--- src/rtl/core/iarl_pkg.sv ---
// Package for the indexed array list: operation kinds, result status codes,
// controller states and the control bundle sent to the storage cells.
// Used by every module of the block; depends on nothing.
package iarl_pkg;

    typedef enum logic [2:0] {
        KIND_PUSH   = 3'd0,
        KIND_READ   = 3'd1,
        KIND_WRITE  = 3'd2,
        KIND_REMOVE = 3'd3,
        KIND_FIND   = 3'd4
    } t_kind;

    typedef enum logic [1:0] {
        ST_OK    = 2'd0,
        ST_FULL  = 2'd1,
        ST_RANGE = 2'd2
    } t_status;

    typedef enum logic [1:0] {
        S_IDLE   = 2'b01,
        S_SEARCH = 2'b10
    } t_state;

    typedef struct packed {
        logic push;
        logic set;
        logic shift;
        logic find;
    } t_cell_ctrl;

    localparam int KIND_BITS = 3;
    localparam int POS_BITS = 6;
    localparam int IN_VALUE_BITS = 32;
    localparam int OUT_VALUE_BITS = 32;
    localparam int OUT_POS_BITS = 7;
    localparam int OUT_LEN_BITS = 7;
    localparam logic [OUT_POS_BITS-1:0] FOUND_NONE = '1;

endpackage

--- src/rtl/core/iarl_cell.sv ---
// One storage cell of the list: holds a single slot, loads the element on a push or
// write, takes its upper neighbor's value on a removal and flags a read or find hit.
// Depends on iarl_pkg.
module iarl_cell import iarl_pkg::*; #(
    parameter int INDEX = 0,
    parameter int IDX_BITS = 6,
    parameter int CNT_BITS = 7,
    parameter int VALUE_BITS = 32
) (
    input  logic                  i_clk,
    input  t_cell_ctrl            i_ctrl,
    input  logic [IDX_BITS-1:0]   i_slot,
    input  logic [CNT_BITS-1:0]   i_count,
    input  logic [VALUE_BITS-1:0] i_elem,
    input  logic [VALUE_BITS-1:0] i_upper,
    output logic [VALUE_BITS-1:0] o_value,
    output logic                  o_hit
);

    localparam logic [IDX_BITS-1:0] MY_IDX = IDX_BITS'(INDEX);
    localparam logic [CNT_BITS-1:0] MY_CNT = CNT_BITS'(INDEX);

    logic [VALUE_BITS-1:0] r_value;
    logic [VALUE_BITS-1:0] n_value;

    always_comb begin
        priority if (i_ctrl.push && (MY_CNT == i_count)) begin
            n_value = i_elem;
        end else if (i_ctrl.set && (MY_IDX == i_slot)) begin
            n_value = i_elem;
        end else if (i_ctrl.shift && (MY_IDX >= i_slot)) begin
            n_value = i_upper;
        end else begin
            n_value = r_value;
        end
    end

    always_ff @(posedge i_clk) begin
        r_value <= n_value;
    end

    assign o_value = r_value;
    assign o_hit = i_ctrl.find ? ((r_value == i_elem) && (MY_CNT < i_count))
                               : (MY_IDX == i_slot);

endmodule

--- config.mk ---
export PLATFORM = sky130hd
export DESIGN_NAME = iarl_cell
export DESIGN_NICKNAME = d
export VERILOG_FILES = /design/src/rtl/core/iarl_pkg.sv /design/src/rtl/core/iarl_cell.sv
export SDC_FILE = /design/constraint.sdc
export NUM_CORES = 1
export LEC_CHECK = 0
export BUFFER_PORTS_ARGS = -buffer_cell sky130_fd_sc_hd__buf_2
export CAP_MARGIN = 20
export CORE_MARGIN = 3
export CORE_UTILIZATION = 45
export DETAILED_ROUTE_END_ITERATION = 6
export PLACE_DENSITY = 0.83
export REMOVE_ABC_BUFFERS = 1
export SYNTH_ARGS = -nofsm -noshare
export SYNTH_HDL_FRONTEND = slang
export SYNTH_SLANG_ARGS = --single-unit
--- constraint.sdc ---
create_clock -name i_clk -period 7 [get_ports i_clk]
set_input_delay 0.7 -clock i_clk [delete_from_list [all_inputs] [get_ports i_clk]]
set_output_delay 0.7 -clock i_clk [all_outputs]
set_load 0.01 [all_outputs]
### Word-level counts from Yosys, hierarchy flattened

Index checks and enable logic that the tools add are counted.
W data, S select, Z words.

* magnitude comparators: 2
* equality and inequality tests: 1
* multiplexer cells: 4
* reduce and logical (&&, ||, !) cells: 7

Operators by type and width (count)
* $mux W32: 3
* $eq A32 B32 Y1: 1
* $logic_not A7 Y1: 1
* $lt A1 B7 Y1 const A: 1
* $ge A1 B6 Y1 const A: 1
* $logic_not A6 Y1: 1
* $logic_and A1 B1 Y1: 4
* $reduce_bool A3 Y1: 1
* $mux W1: 1

* flip-flop bits (word level): 32
* input port bits: 82
* word-level logic and storage cells: 15

### Longest topological paths before layout

Gate-level depths: netlist of the first run.

* depth in word-level cells: 5
* depth in mapped cells: 6
* gate-level depth less buffers: 5

### Least setup slack after synthesis of the first run

OpenSTA, ideal clock, no wires.

* path type: input -> register
* from: input port i_count[2]
* to: register r_value[0], in the netlist o_value[0] (enable)
* arrival: 2.536 ns
* slack: 4.077 ns
* cell stages on the path: 6
* cells stage by stage: or4_4 -> nor4_4 -> a22o_1 -> buf_6 -> buf_12 -> a21o_1

* word-level cells in the longest chain between the ends: 3

RTL lines
* start, declared: RTL line iarl_cell.sv:13 `input logic [CNT_BITS-1:0] i_count,`
* $logic_not A7 Y1: RTL line iarl_cell.sv:27 `priority if (i_ctrl.push && (MY_CNT == i_count)) begin`
* $logic_and A1 B1 Y1: RTL line iarl_cell.sv:27
* $reduce_bool A3 Y1 (no line)
* end signal, assigned: RTL line iarl_cell.sv:39 `r_value <= n_value;`
* end, declared: RTL line iarl_cell.sv:23 `logic [VALUE_BITS-1:0] r_value;`

Every way passes these cells.
A chain may end at the register's enable or synchronous reset.

### Worst setup path in the final report of the first run

* from: input port i_slot[1]
* to: register r_value[24], in the netlist o_value[24] (enable)

* word-level cells in the longest chain between the ends: 3
* elaborated cells on any way between the ends: 5
* classes of those cells: order compare (1); reduce/logical (4)

RTL lines
* start, declared: RTL line iarl_cell.sv:12 `input logic [IDX_BITS-1:0] i_slot,`
* $ge A1 B6 Y1 or $logic_not A6 Y1 (tied branches): RTL line iarl_cell.sv:31, iarl_cell.sv:29
* $logic_and A1 B1 Y1 (on tied branches): RTL line iarl_cell.sv:31, iarl_cell.sv:29
* $reduce_bool A3 Y1 (no line) (*)

Mark *: on every way between the ends. The rest lies on a longest branch, timed or not.

==> results.rst, run 1 <==
.. list-table::
   :header-rows: 1

   * - Metric
     - Value
   * - Run status
     - complete, no violations
   * - Number of endpoints with negative hold slack in the final report
     - 0
   * - Routability Congestion
     - around 0.75
   * - Number of global-route vias before repair
     - 1422
   * - Sum of negative setup slack
     - 0 ns
   * - Buffers inserted by post-CTS timing repair
     - 0
   * - Max capacitance violation total
     - 0
   * - Level count of the clock H-tree
     - 2
   * - Leak
     - approximately 1.1 nW
   * - Area of the placeable core
     - around 4000 µm²
   * - Clock-pin slew of the registers on the worst-case setup and hold paths
     - about 0.06 ns
   * - Antenna Nets Post-Route
     - 0
   * - Simple logic cell fraction of the synthesized area
     - around 6.3%
   * - Final total power
     - approximately 0.40 mW
   * - Number of nets in the layout
     - between 300 and 400
   * - Die width
     - between 70 and 80 µm
   * - Total detailed-routing wirelength
     - between 4 and 5 mm
   * - Post-synthesis sequential area ratio
     - 49.8%
   * - RSZ-0062 raised after global routing
     - false
   * - Worst min path class
     - in2reg
   * - Number of flip-flops and latches in the synthesized netlist
     - 32
   * - Average footprint of a synthesized cell
     - around 16 µm²
   * - Quantity of I/O buffers inserted on ports
     - ~110
   * - Most frequent cells in the layout
     - 114 x sky130_fd_sc_hd__buf_2, 32 x sky130_fd_sc_hd__edfxtp_1, 30 x sky130_fd_sc_hd__xnor2_1
   * - Share of the synthesized netlist area taken by xor and xnor gates
     - 14.5%
   * - Count of routing violations after the opening detailed-route iteration
     - 65
   * - Critical path arrival
     - approximately 3 ns
   * - Hold-fix buffers at CTS
     - 0
   * - Layout cells sized above 1
     - between 60% and 70%
   * - First drt pass iteration count
     - 4
   * - Effective utilization at floorplan
     - a little under half
   * - Pwr/cell area
     - 157 nW/µm²
   * - Max Slew Vio Count
     - 0
   * - Clock sink total
     - 32
   * - Worst hold path cell count
     - 2
   * - Synth unique cells
     - 19
   * - Number of ports placed on the die boundary
     - 115
   * - Synthesis Warnings
     - 0
   * - Number of cells produced by synthesis
     - 120
   * - Sum of overflow across all layers after global routing
     - 0
   * - Number of vias in the routed layout
     - ~1400
   * - Worst-path fanout max
     - 33
   * - Worst path required time
     - just under 7 ns
   * - Site Rows
     - 23
   * - Capturing element type of the critical path
     - flop
   * - Root Buffer Master
     - sky130_fd_sc_hd__clkbuf_8
   * - Number of endpoints failing setup at the final stage
     - 0
   * - Clock tree from TritonCTS
     - done
   * - Critical setup path kind
     - in2reg
   * - Post-route core utilization
     - between 60% and 70%
   * - Cells resized by post-CTS repair
     - 0
   * - Worst Max-Slew Pin Slew
     - between 1 and 1.5 ns
   * - Pin count of the biggest net entering global routing
     - 34
   * - Fraction of the mapped netlist area in adder cells
     - 0%
   * - Most common cell after layout, fill and taps aside
     - sky130_fd_sc_hd__buf_2
   * - Clk buf depth
     - 2
   * - Area fraction in compound gates after synthesis
     - approximately 1.1%
   * - Portion of netlist area occupied by mux cells
     - 24.3%
   * - Global-route wire length before repair
     - 6.51 mm
   * - Clock period minus final worst setup slack
     - ~3 ns
   * - Flip-flop count of the largest register, all copies and words added
     - 32
   * - Startpoint type of the worst setup path
     - input pin
   * - Max Clk Rate
     - 334 MHz
   * - Clock buffer count from CTS
     - 5
   * - Via density
     - about 4.9
   * - Total Die Area
     - roughly 5100 µm²
   * - Post-Synthesis Cell Area
     - around 1900 µm²
   * - Die span in y
     - between 70 and 80 µm
   * - Number of diodes
     - 0
   * - Headroom to the max-slew limit
     - between 20% and 30%
   * - Share of the clock period used by the worst path after layout
     - 42.8%
   * - Detailed-route DRC error count
     - 0
   * - Number of antenna violations at the first check in global routing
     - 0
   * - Mean routed wirelength per cell
     - roughly 14 µm
   * - GRT Overall Usage
     - between 10% and 20%
   * - Largest family of logic cells by synthesized area
     - multiplexers
   * - Area growth from synthesis to layout
     - 33.5%
   * - Worst VDD drop
     - 0.000110 V
==> Yosys cell counts (all sizes together) <==
master | instances | area share [%]
nor4 | 3 | 1.8
or4 | 2 | 0.97
xor2 | 2 | 0.91
nor3 | 2 | 0.78
xnor2 | 30 | 14
a22o | 1 | 0.45
nand3 | 2 | 0.52
o21ai | 1 | 0.26
edfxtp | 32 | 50
nand4 | 7 | 2.3
inv | 1 | 0.19
buf | 4 | 3.7
mux2 | 32 | 24
a21o | 1 | 0.39
==> critical path, stage by stage <==
cell	delay, ns
sky130_fd_sc_hd__buf_2	0.09
sky130_fd_sc_hd__or4_1	0.53
sky130_fd_sc_hd__nor3_2	0.19
sky130_fd_sc_hd__a22o_2	0.88
sky130_fd_sc_hd__a21o_1	0.14
sky130_fd_sc_hd__buf_4	0.37
==> logic make-up after synthesis <==
group | Yosys count
simple gates | 16
buf+inv | 5
flops | 32
mux | 32
xor+xnor | 32
compound gates | 3
==> metal layers <==
layer / vias up / wire length (µm) / part of all wire [%] / global-route usage (%)
met5: - / 0 / 0 / 0
met3: 2 / 418 / 10 / 4.91
met4: 0 / 22 / 0.53 / 4.38
li1: 688 / - / - / -
met2: 72 / 2090 / 50 / 26.9
met1: 663 / 1640 / 39 / 21.3
==> through the flow <==
stage          cells  hold WS, ns  setup WS, ns  cell area (µm²)
5_1_grt          288        0.713          3.83             2570
6_report         288        0.712          4.00             2570
3_5_place_dp     281        0.997          3.69             2500
4_1_cts          288        0.706          3.97             2570
2_1_floorplan    116        0.901          3.21             1860
3_3_place_gp     281        0.990          3.75             2500
==> worst paths after layout <==
kind	from	to	slack (ns)
worst max-delay path	i_slot[1]	o_value[24]	4.00
worst min-delay path	i_upper[1]	o_value[1]	0.71
==> power by group <==
| part | total (mW) | internal (mW) | switching [mW] | leakage, nW |
|---|---|---|---|---|
| clock | 0.125 | 0.0654 | 0.0595 | 0.0391 |
| sequential | 0.217 | 0.215 | 0.00211 | 0.288 |
| combinational | 0.0620 | 0.0395 | 0.0226 | 0.766 |
==> area by class of cell <==
cell class	count	area (µm²)
Tap cell	50	62.6
Sequential cell	32	961
Fill cell	342	1480
Clock buffer	5	68.8
Timing Repair Buffer	115	578
Clock inverter	2	7.51
Inverter	1	3.75
Multi-Input combinational cell	83	893
Power figures use the tool's default switching activity.
==> run 2, diff against run 1 <==
--- a/config.mk
+++ b/config.mk
@@ -8,9 +8,9 @@
 export BUFFER_PORTS_ARGS = -buffer_cell sky130_fd_sc_hd__buf_2
 export CAP_MARGIN = 20
 export CORE_MARGIN = 3
-export CORE_UTILIZATION = 45
+export CORE_UTILIZATION = 39
 export DETAILED_ROUTE_END_ITERATION = 6
-export PLACE_DENSITY = 0.83
+export PLACE_DENSITY = 0.76
 export REMOVE_ABC_BUFFERS = 1
 export SYNTH_ARGS = -nofsm -noshare
 export SYNTH_HDL_FRONTEND = slang
==> constraint.sdc (replaced) <==
create_clock -name i_clk -period 2.61 [get_ports i_clk]
set_input_delay 0.261 -clock i_clk [delete_from_list [all_inputs] [get_ports i_clk]]
set_output_delay 0.261 -clock i_clk [all_outputs]
set_load 0.01 [all_outputs]
==> run 2 against run 1 <==
  * Sequential share of layout area decreased by 0.83 points
  * Clock power rose to 2.6 times the previous value
  * Flip-flop and latch count unchanged
  * Die area rose by 14%
  * Combinational power grew to 2.7 times the previous value
  * Total power rose to 2.7 times the previous value
  * Final cell count rose by 5.9%
  * Routed wire length rose by 12%
  * Largest cell class unchanged
==> results.rst, run 2 (synthesized netlist as in run 1, its figures left out) <==
.. list-table::
   :header-rows: 1

   * - Metric
     - Value
   * - Run status
     - complete, no violations (unchanged)
   * - Layout cells sized above 1
     - 64.6% (was 64.3%)
   * - Clk buf depth
     - 2 (unchanged)
   * - Max capacitance violation total
     - 0 (unchanged)
   * - Area growth from synthesis to layout
     - 36.6% (was 33.5%)
   * - Hold-fix buffers at CTS
     - 0 (unchanged)
   * - Critical-path cell list
     - xnor2_1, nand4_1, nor4_1, nand3_1, o21ai_0, buf_2 (was buf_2, or4_1, nor3_2, a22o_2, a21o_1, buf_4)
   * - Sum of overflow across all layers after global routing
     - 0 (unchanged)
   * - Dominant delay contributor by cell family on the critical path
     - simple AND/OR/NAND/NOR gates (was compound AO/OA/AOI/OAI gates)
   * - Quantity of I/O buffers inserted on ports
     - 114 (unchanged)
   * - Detailed-route DRC error count
     - 0 (unchanged)
   * - Number of endpoints with negative hold slack in the final report
     - 0 (unchanged)
   * - Number of antenna violations at the first check in global routing
     - 0 (unchanged)
   * - Level count of the clock H-tree
     - 2 (unchanged)
   * - Number of endpoints failing setup at the final stage
     - 0 (unchanged)
   * - Number of ports placed on the die boundary
     - 115 (unchanged)
   * - Global-route wire length before repair
     - 7.36 mm (was 6.51 mm)
   * - Most common cell after layout, fill and taps aside
     - sky130_fd_sc_hd__buf_2 (unchanged)
   * - Total Die Area
     - 5820 µm² (was 5110 µm²)
   * - Worst Max-Slew Pin Slew
     - 0.420 ns (was 1.06 ns)
   * - Routability Congestion
     - 0.830 (was 0.753)
   * - Critical setup path kind
     - reg2out (was in2reg)
   * - Placed cells
     - 298 (was 281)
   * - Worst min path class
     - in2reg (unchanged)
   * - Clock-pin slew of the registers on the worst-case setup and hold paths
     - 0.06 ns (about the same)
   * - Hold slack
     - 0.284 ns (was 0.712 ns)
   * - GRT Overall Usage
     - 15.9% (was 16.4%)
   * - Fraction of power consumed by the clock network
     - 30.5% (was 30.9%)
   * - Buffers inserted by post-CTS timing repair
     - 0 (unchanged)
   * - Headroom to the max-slew limit
     - 71.7% (was 29.1%)
   * - Post-route core utilization
     - 57.7% (was 63.5%)
   * - Flip-flop count of the largest register, all copies and words added
     - 32 (unchanged)
   * - Number of nets in the layout
     - 322 (was 320)
   * - Critical path's slowest cell
     - sky130_fd_sc_hd__nor4_1 (was sky130_fd_sc_hd__a22o_2)
   * - Clock tree from TritonCTS
     - done (unchanged)
   * - Logic pwr share
     - 15.7% (was 15.4%)
   * - Worst-path fanout max
     - 2 (was 33)
   * - Number of global-route vias before repair
     - 1464 (was 1422)
   * - First drt pass iteration count
     - 4 (unchanged)
   * - Worst path required time
     - 2.35 ns (was 6.92 ns)
   * - Capturing element type of the critical path
     - output pin (was flop)
   * - Die span in y
     - 76.3 µm (was 71.5 µm)
   * - Die width
     - 76.3 µm (was 71.5 µm)
   * - Clock buffer count from CTS
     - 5 (unchanged)
   * - Switching Fraction
     - 20.5% (was 20.9%)
   * - Area of the placeable core
     - 4560 µm² (was 4060 µm²)
   * - Max Clk Rate
     - roughly 480 MHz
   * - Clock sink total
     - 32 (unchanged)
   * - Total detailed-routing wirelength
     - 4.66 mm (was 4.17 mm)
   * - Post-DP HPWL
     - roughly 3.8 mm
   * - Pin count of the biggest net entering global routing
     - 33 (was 34)
   * - Site Rows
     - 24 (was 23)
   * - RSZ-0062 raised after global routing
     - false (unchanged)
   * - Final Worst Setup Slack
     - 0.521 ns (was 4.00 ns)
   * - Most frequent cells in the layout
     - 114 x sky130_fd_sc_hd__buf_2, 32 x sky130_fd_sc_hd__edfxtp_1, 30 x sky130_fd_sc_hd__xnor2_1 (unchanged)
   * - Non-filler instance count after layout
     - 305 (was 288)
   * - Antenna Nets Post-Route
     - 0 (unchanged)
   * - Count of routing violations after the opening detailed-route iteration
     - 68 (was 65)
   * - Final total power
     - 1.08 mW (was 0.404 mW)
   * - Critical path arrival
     - 1.83 ns (was 2.92 ns)
   * - Mean routed wirelength per cell
     - 15.3 µm (was 14.5 µm)
   * - Share of the clock period used by the worst path after layout
     - approximately 80%
   * - Total buffers and inverters traversed by the critical path
     - 1 (was 2)
   * - Internal portion of total power
     - 0.858 mW (was 0.320 mW)
   * - Filler Cells Inserted
     - 394 (was 342)
   * - Via density
     - 4.70 (was 4.95)
   * - Slowest Stage Delay on Critical Path
     - 0.45 ns (was 0.88 ns)
   * - Max Slew Vio Count
     - 0 (unchanged)
   * - Startpoint type of the worst setup path
     - flop (was input pin)
   * - Leak
     - 1.11 nW (was 1.09 nW)
   * - Post-placement setup slack
     - 0.401 ns (was 3.69 ns)
   * - Number of diodes
     - 0 (unchanged)
   * - Number of vias in the routed layout
     - 1432 (was 1425)
   * - Cells resized by post-CTS repair
     - 0 (unchanged)
   * - Worst VDD drop
     - 0.000151 V (was 0.000110 V)
   * - Effective utilization at floorplan
     - 42.2% (was 47.5%)
   * - Clock period minus final worst setup slack
     - about 2.1 ns
   * - Seq pwr share
     - 53.8% (was 53.7%)
   * - Pwr/cell area
     - 410 nW/µm² (was 157 nW/µm²)
   * - Psw
     - 0.222 mW (was 0.0842 mW)
   * - Root Buffer Master
     - sky130_fd_sc_hd__clkbuf_8 (unchanged)
-- run 2: cell types whose count changed in the layout (fill, tap and decap cells not counted) --
cell / change
sky130_fd_sc_hd__buf_12: +2
-- run 2: layout make-up --
class                      count  area, µm²  area share (%)
clock buffer                   5       68.8            2.61
clock inverter                 2       7.51           0.285
inverter                       1       3.75           0.143
multi-input combinational     83        893            33.9
sequential                    32        961            36.5
tap                           65       81.3            3.09
timing repair buffer         117        618            23.5
-- run 2: power groups by stage --
stage	Sequential, mW	Clock (mW)	Combinational (mW)
final	0.581	0.329	0.170
after global routing	0.582	0.366	0.185
after CTS	0.581	0.347	0.171
after detailed placement	0.592	0	0.170
after global placement	0.592	0	0.169
after floorplan	0.596	0	0.0746
-- run 2: final timing paths --
| path | start | to | slack, ns | cells past startpoint |
|---|---|---|---|---|
| max | o_value[11] | o_hit | 0.52 | 6 |
| min | i_upper[31] | o_value[31] | 0.28 | 2 |
-- run 2: per-layer routing --
layer  GRT usage [%]  vias to the layer above  share of wire [%]  routed length [µm]
li1                -                      690                  -                   -
met1            18.9                      666                 42                1970
met2            26.6                       72                 49                2270
met3            5.67                        4                7.7                 361
met4            5.07                        0                1.2                  58
met5               0                        -                  0                   0
-- run 2: metrics by stage --
stage | setup TNS [ns] | instance area (µm²)
2_1_floorplan | -29.74 | 1860
3_3_place_gp | 0 | 2560
3_5_place_dp | 0 | 2560
4_1_cts | 0 | 2630
5_1_grt | 0 | 2630
6_report | 0 | 2630
==> run 3, diff against run 2 <==
--- a/config.mk
+++ b/config.mk
@@ -5,12 +5,13 @@
 export SDC_FILE = /design/constraint.sdc
 export NUM_CORES = 1
 export LEC_CHECK = 0
+export ABC_AREA = 1
 export BUFFER_PORTS_ARGS = -buffer_cell sky130_fd_sc_hd__buf_2
 export CAP_MARGIN = 20
 export CORE_MARGIN = 3
-export CORE_UTILIZATION = 39
+export CORE_UTILIZATION = 41
 export DETAILED_ROUTE_END_ITERATION = 6
-export PLACE_DENSITY = 0.76
+export PLACE_DENSITY = 0.77
 export REMOVE_ABC_BUFFERS = 1
 export SYNTH_ARGS = -nofsm -noshare
 export SYNTH_HDL_FRONTEND = slang
==> constraint.sdc (replaced) <==
create_clock -name i_clk -period 1.9 [get_ports i_clk]
set_input_delay 0.19 -clock i_clk [delete_from_list [all_inputs] [get_ports i_clk]]
set_output_delay 0.19 -clock i_clk [all_outputs]
set_load 0.01 [all_outputs]
==> run 3 against run 2 <==
  * Sequential share of layout area down 2.7 points
  * Total power up 41%
  * Largest cell class unchanged
  * First-iteration DRC count up 32%
  * Flip-flop and latch count unchanged
  * Routed wire length up 23%
  * Non-clock buffer count up 1
  * Die area up 7.3%
  * Count of clock-buffer cells in the layout unchanged
  * Largest power group unchanged
  * Critical path depth up 2
==> results.rst, run 3 <==
.. list-table::
   :header-rows: 1

   * - Metric
     - Value
   * - Hold-fix buffers at CTS
     - 0 (unchanged)
   * - Placed cells
     - 469 (was 298)
   * - Average footprint of a synthesized cell
     - 7.47 µm² (was 16.1 µm²)
   * - Total Die Area
     - 6250 µm² (was 5820 µm²)
   * - Number of cells produced by synthesis
     - 293 (was 120)
   * - Run status
     - complete, no violations (unchanged)
   * - First drt pass iteration count
     - 4 (unchanged)
   * - Level count of the clock H-tree
     - 2 (unchanged)
   * - Max capacitance violation total
     - 0 (unchanged)
   * - Number of endpoints with negative hold slack in the final report
     - 0 (unchanged)
   * - Mean routed wirelength per cell
     - 12.0 µm (was 15.3 µm)
   * - Number of diodes
     - 0 (unchanged)
   * - Startpoint type of the worst setup path
     - flop (unchanged)
   * - Site Rows
     - 25 (was 24)
   * - Worst-path fanout max
     - 3 (was 2)
   * - Most common cell after layout, fill and taps aside
     - sky130_fd_sc_hd__nand2_1 (was sky130_fd_sc_hd__buf_2)
   * - Pwr/cell area
     - 535 nW/µm² (was 410 nW/µm²)
   * - Number of ports placed on the die boundary
     - 115 (unchanged)
   * - Die width
     - 79.1 µm (was 76.3 µm)
   * - Detailed-route DRC error count
     - 0 (unchanged)
   * - Via density
     - 4.55 (was 4.70)
   * - Flip-flop count of the largest register, all copies and words added
     - 32 (unchanged)
   * - Non-filler instance count after layout
     - 476 (was 305)
   * - Total detailed-routing wirelength
     - 5.73 mm (was 4.66 mm)
   * - Fraction of power consumed by the clock network
     - 32.2% (was 30.5%)
   * - Number of vias in the routed layout
     - 2165 (was 1432)
   * - Top_reg_cell synth
     - sky130_fd_sc_hd__edfxtp_1 (unchanged)
   * - Clock-pin slew of the registers on the worst-case setup and hold paths
     - 0.07 ns (was 0.06 ns)
   * - Max Clk Rate
     - a little under 600 MHz
   * - Total placed instance area
     - 2770 µm² (was 2560 µm²)
   * - Internal portion of total power
     - 1.15 mW (was 0.858 mW)
   * - Share of the clock period used by the worst path after layout
     - between 80% and 90%
   * - Sum of negative setup slack
     - 0 ns (unchanged)
   * - Quantity of I/O buffers inserted on ports
     - 114 (unchanged)
   * - Cells resized by post-CTS repair
     - 0 (unchanged)
   * - Layout cells sized above 1
     - 33.0% (was 64.6%)
   * - Worst Max-Slew Pin Slew
     - 0.235 ns (was 0.420 ns)
   * - Number of antenna violations at the first check in global routing
     - 0 (unchanged)
   * - Filler Cells Inserted
     - 486 (was 394)
   * - Root Buffer Master
     - sky130_fd_sc_hd__clkbuf_8 (unchanged)
   * - Number of endpoints failing setup at the final stage
     - 0 (unchanged)
   * - Worst VDD drop
     - 0.000359 V (was 0.000151 V)
   * - RSZ-0062 raised after global routing
     - false (unchanged)
   * - Die span in y
     - 79.1 µm (was 76.3 µm)
   * - Capturing element type of the critical path
     - output pin (unchanged)
   * - Synthesis Warnings
     - 0 (unchanged)
   * - Clock sink total
     - 32 (unchanged)
   * - Number of flip-flops and latches in the synthesized netlist
     - 32 (unchanged)
   * - Logic pwr share
     - 15.3% (was 15.7%)
   * - Routability Congestion
     - 0.822 (was 0.830)
   * - Post-Synthesis Cell Area
     - 2190 µm² (was 1930 µm²)
   * - Most common library cells after synthesis
     - 125 x sky130_fd_sc_hd__nand2_1, 44 x sky130_fd_sc_hd__inv_1, 38 x sky130_fd_sc_hd__nand3_1, 32 x sky130_fd_sc_hd__edfxtp_1, 20 x sky130_fd_sc_hd__nor2_1 (was 32 x sky130_fd_sc_hd__edfxtp_1, 30 x sky130_fd_sc_hd__xnor2_1, 29 x sky130_fd_sc_hd__mux2_4, 7 x sky130_fd_sc_hd__nand4_1)
   * - Post-placement setup slack
     - 0.325 ns (was 0.401 ns)
   * - Max Slew Vio Count
     - 0 (unchanged)
   * - Antenna Nets Post-Route
     - 0 (unchanged)
   * - Seq pwr share
     - 52.5% (was 53.8%)
   * - GRT Overall Usage
     - 18.5% (was 15.9%)
   * - Headroom to the max-slew limit
     - 84.3% (was 71.7%)
   * - Number of nets in the layout
     - 491 (was 322)
   * - Clock period minus final worst setup slack
     - around 1.7 ns
   * - Synth unique cells
     - 17 (was 19)
   * - Area growth from synthesis to layout
     - 29.8% (was 36.6%)
   * - Effective utilization at floorplan
     - 44.3% (was 42.2%)
   * - Leak
     - 1.56 nW (was 1.11 nW)
   * - Proportion of register bits with asynchronous set or reset after synthesis
     - 0% (unchanged)
   * - Clock tree from TritonCTS
     - done (unchanged)
   * - Worst min path class
     - in2reg (unchanged)
   * - Finished Cell Area
     - 2840 µm² (was 2630 µm²)
   * - Final Worst Setup Slack
     - 0.210 ns (was 0.521 ns)
   * - Buffers inserted by post-CTS timing repair
     - 0 (unchanged)
   * - Global-route wire length before repair
     - 8.99 mm (was 7.36 mm)
   * - Switching Fraction
     - 24.3% (was 20.5%)
   * - Post-synthesis sequential area ratio
     - 43.9% (was 49.8%)
   * - Number of global-route vias before repair
     - 2079 (was 1464)
   * - Critical path arrival
     - 1.50 ns (was 1.83 ns)
   * - Clock buffer count from CTS
     - 5 (unchanged)
   * - Count of routing violations after the opening detailed-route iteration
     - 90 (was 68)
   * - Largest cells by area after synthesis
     - sky130_fd_sc_hd__edfxtp_1 44%, sky130_fd_sc_hd__nand2_1 21%, sky130_fd_sc_hd__nand3_1 8.7%, sky130_fd_sc_hd__inv_1 7.5%, sky130_fd_sc_hd__nor2_1 3.4% (was sky130_fd_sc_hd__edfxtp_1 50%, sky130_fd_sc_hd__mux2_4 23%, sky130_fd_sc_hd__xnor2_1 14%, sky130_fd_sc_hd__buf_12 3.1%, sky130_fd_sc_hd__nand4_1 2.3%)
   * - Yosys top cell by area
     - sky130_fd_sc_hd__edfxtp_1 (unchanged)
   * - Pin count of the biggest net entering global routing
     - 33 (unchanged)
   * - Most frequent cells in the layout
     - 125 x sky130_fd_sc_hd__nand2_1, 114 x sky130_fd_sc_hd__buf_2, 44 x sky130_fd_sc_hd__inv_1 (was 114 x sky130_fd_sc_hd__buf_2, 32 x sky130_fd_sc_hd__edfxtp_1, 30 x sky130_fd_sc_hd__xnor2_1)
   * - Post-DP HPWL
     - 4.51 mm (was 3.80 mm)
   * - Area of the placeable core
     - 4940 µm² (was 4560 µm²)
   * - Worst path required time
     - 1.71 ns (was 2.35 ns)
   * - Area fraction of the dominant cell type after synthesis
     - 43.9% (was 49.8%)
   * - Clk buf depth
     - 2 (unchanged)
   * - Critical setup path kind
     - reg2out (unchanged)
   * - Top-count cell post-synth
     - sky130_fd_sc_hd__nand2_1 (was sky130_fd_sc_hd__edfxtp_1)
   * - Number of enable-type register cells in the synthesized netlist
     - 32 (unchanged)
   * - Psw
     - 0.369 mW (was 0.222 mW)
   * - Sum of overflow across all layers after global routing
     - 0 (unchanged)
-- run 3: cell count changes in the layout (fill, tap and decap cells not counted), sizes merged, moves of 2 or more --
cell and change:
inv +43, nand2 +128, or4 -2, xnor2 -22
xor2 -2, nand3 +37, nand4 -3, nor2 +21
nor4 -3, mux2 -32, or2 +5
-- run 3: layout make-up --
class	instances	area, µm²	share of cell area [%]
clock buffer	5	68.8	2.42
clock inverter	2	7.51	0.264
inverter	44	165	5.81
multi-input combinational	208	955	33.6
sequential	32	961	33.8
tap	67	83.8	2.95
timing repair buffer	118	601	21.1
-- run 3: worst paths after layout --
check	start	to	slack [ns]	cells after the start
worst min-delay path	i_elem[29]	o_value[29]	0.19	3
worst max-delay path	o_value[21]	o_hit	0.21	8
-- run 3: worst max-delay path, cell delays in order (launching register included) --
cell	delay, ns
sky130_fd_sc_hd__edfxtp_1	0.40
sky130_fd_sc_hd__or2_2	0.31
sky130_fd_sc_hd__nand3_1	0.09
sky130_fd_sc_hd__nor2_1	0.04
sky130_fd_sc_hd__nand2_1	0.07
sky130_fd_sc_hd__nor2_1	0.05
sky130_fd_sc_hd__nand2_1	0.08
sky130_fd_sc_hd__nand2_1	0.05
sky130_fd_sc_hd__buf_2	0.13
-- run 3: kinds of logic after synthesis --
kind of cell / share of synthesized area (%)
xor+xnor: 3.20
simple gates: 39.6
flops: 43.9
buf+inv: 12.7
compound gates: 0.629
-- run 3: routing by layer --
layer  up-vias  part of all wire [%]  track usage [%]
li1       1144                     -                -
met1       932                    42             21.5
met2        82                    49             32.7
met3         7                   8.0             4.76
met4         0                   1.5             6.36
met5         -                     0                0
-- run 3: stage by stage --
step / hold slack [ns] / power [mW] / utilization (%)
6_report: 0.191 / 1.52 / 57.5
2_1_floorplan: 0.369 / 0.916 / -
5_1_grt: 0.190 / 1.59 / 57.5
3_5_place_dp: 0.476 / 1.05 / 55.9
3_3_place_gp: 0.474 / 1.04 / 55.9
4_1_cts: 0.181 / 1.53 / 57.5
-- run 3: power groups by stage --
stage / logic, mW / clock network, mW / registers, mW
2_1_floorplan: 0.0970 / 0 / 0.819
3_3_place_gp: 0.227 / 0 / 0.813
3_5_place_dp: 0.233 / 0 / 0.814
4_1_cts: 0.234 / 0.500 / 0.798
5_1_grt: 0.264 / 0.531 / 0.799
6_report: 0.233 / 0.489 / 0.798
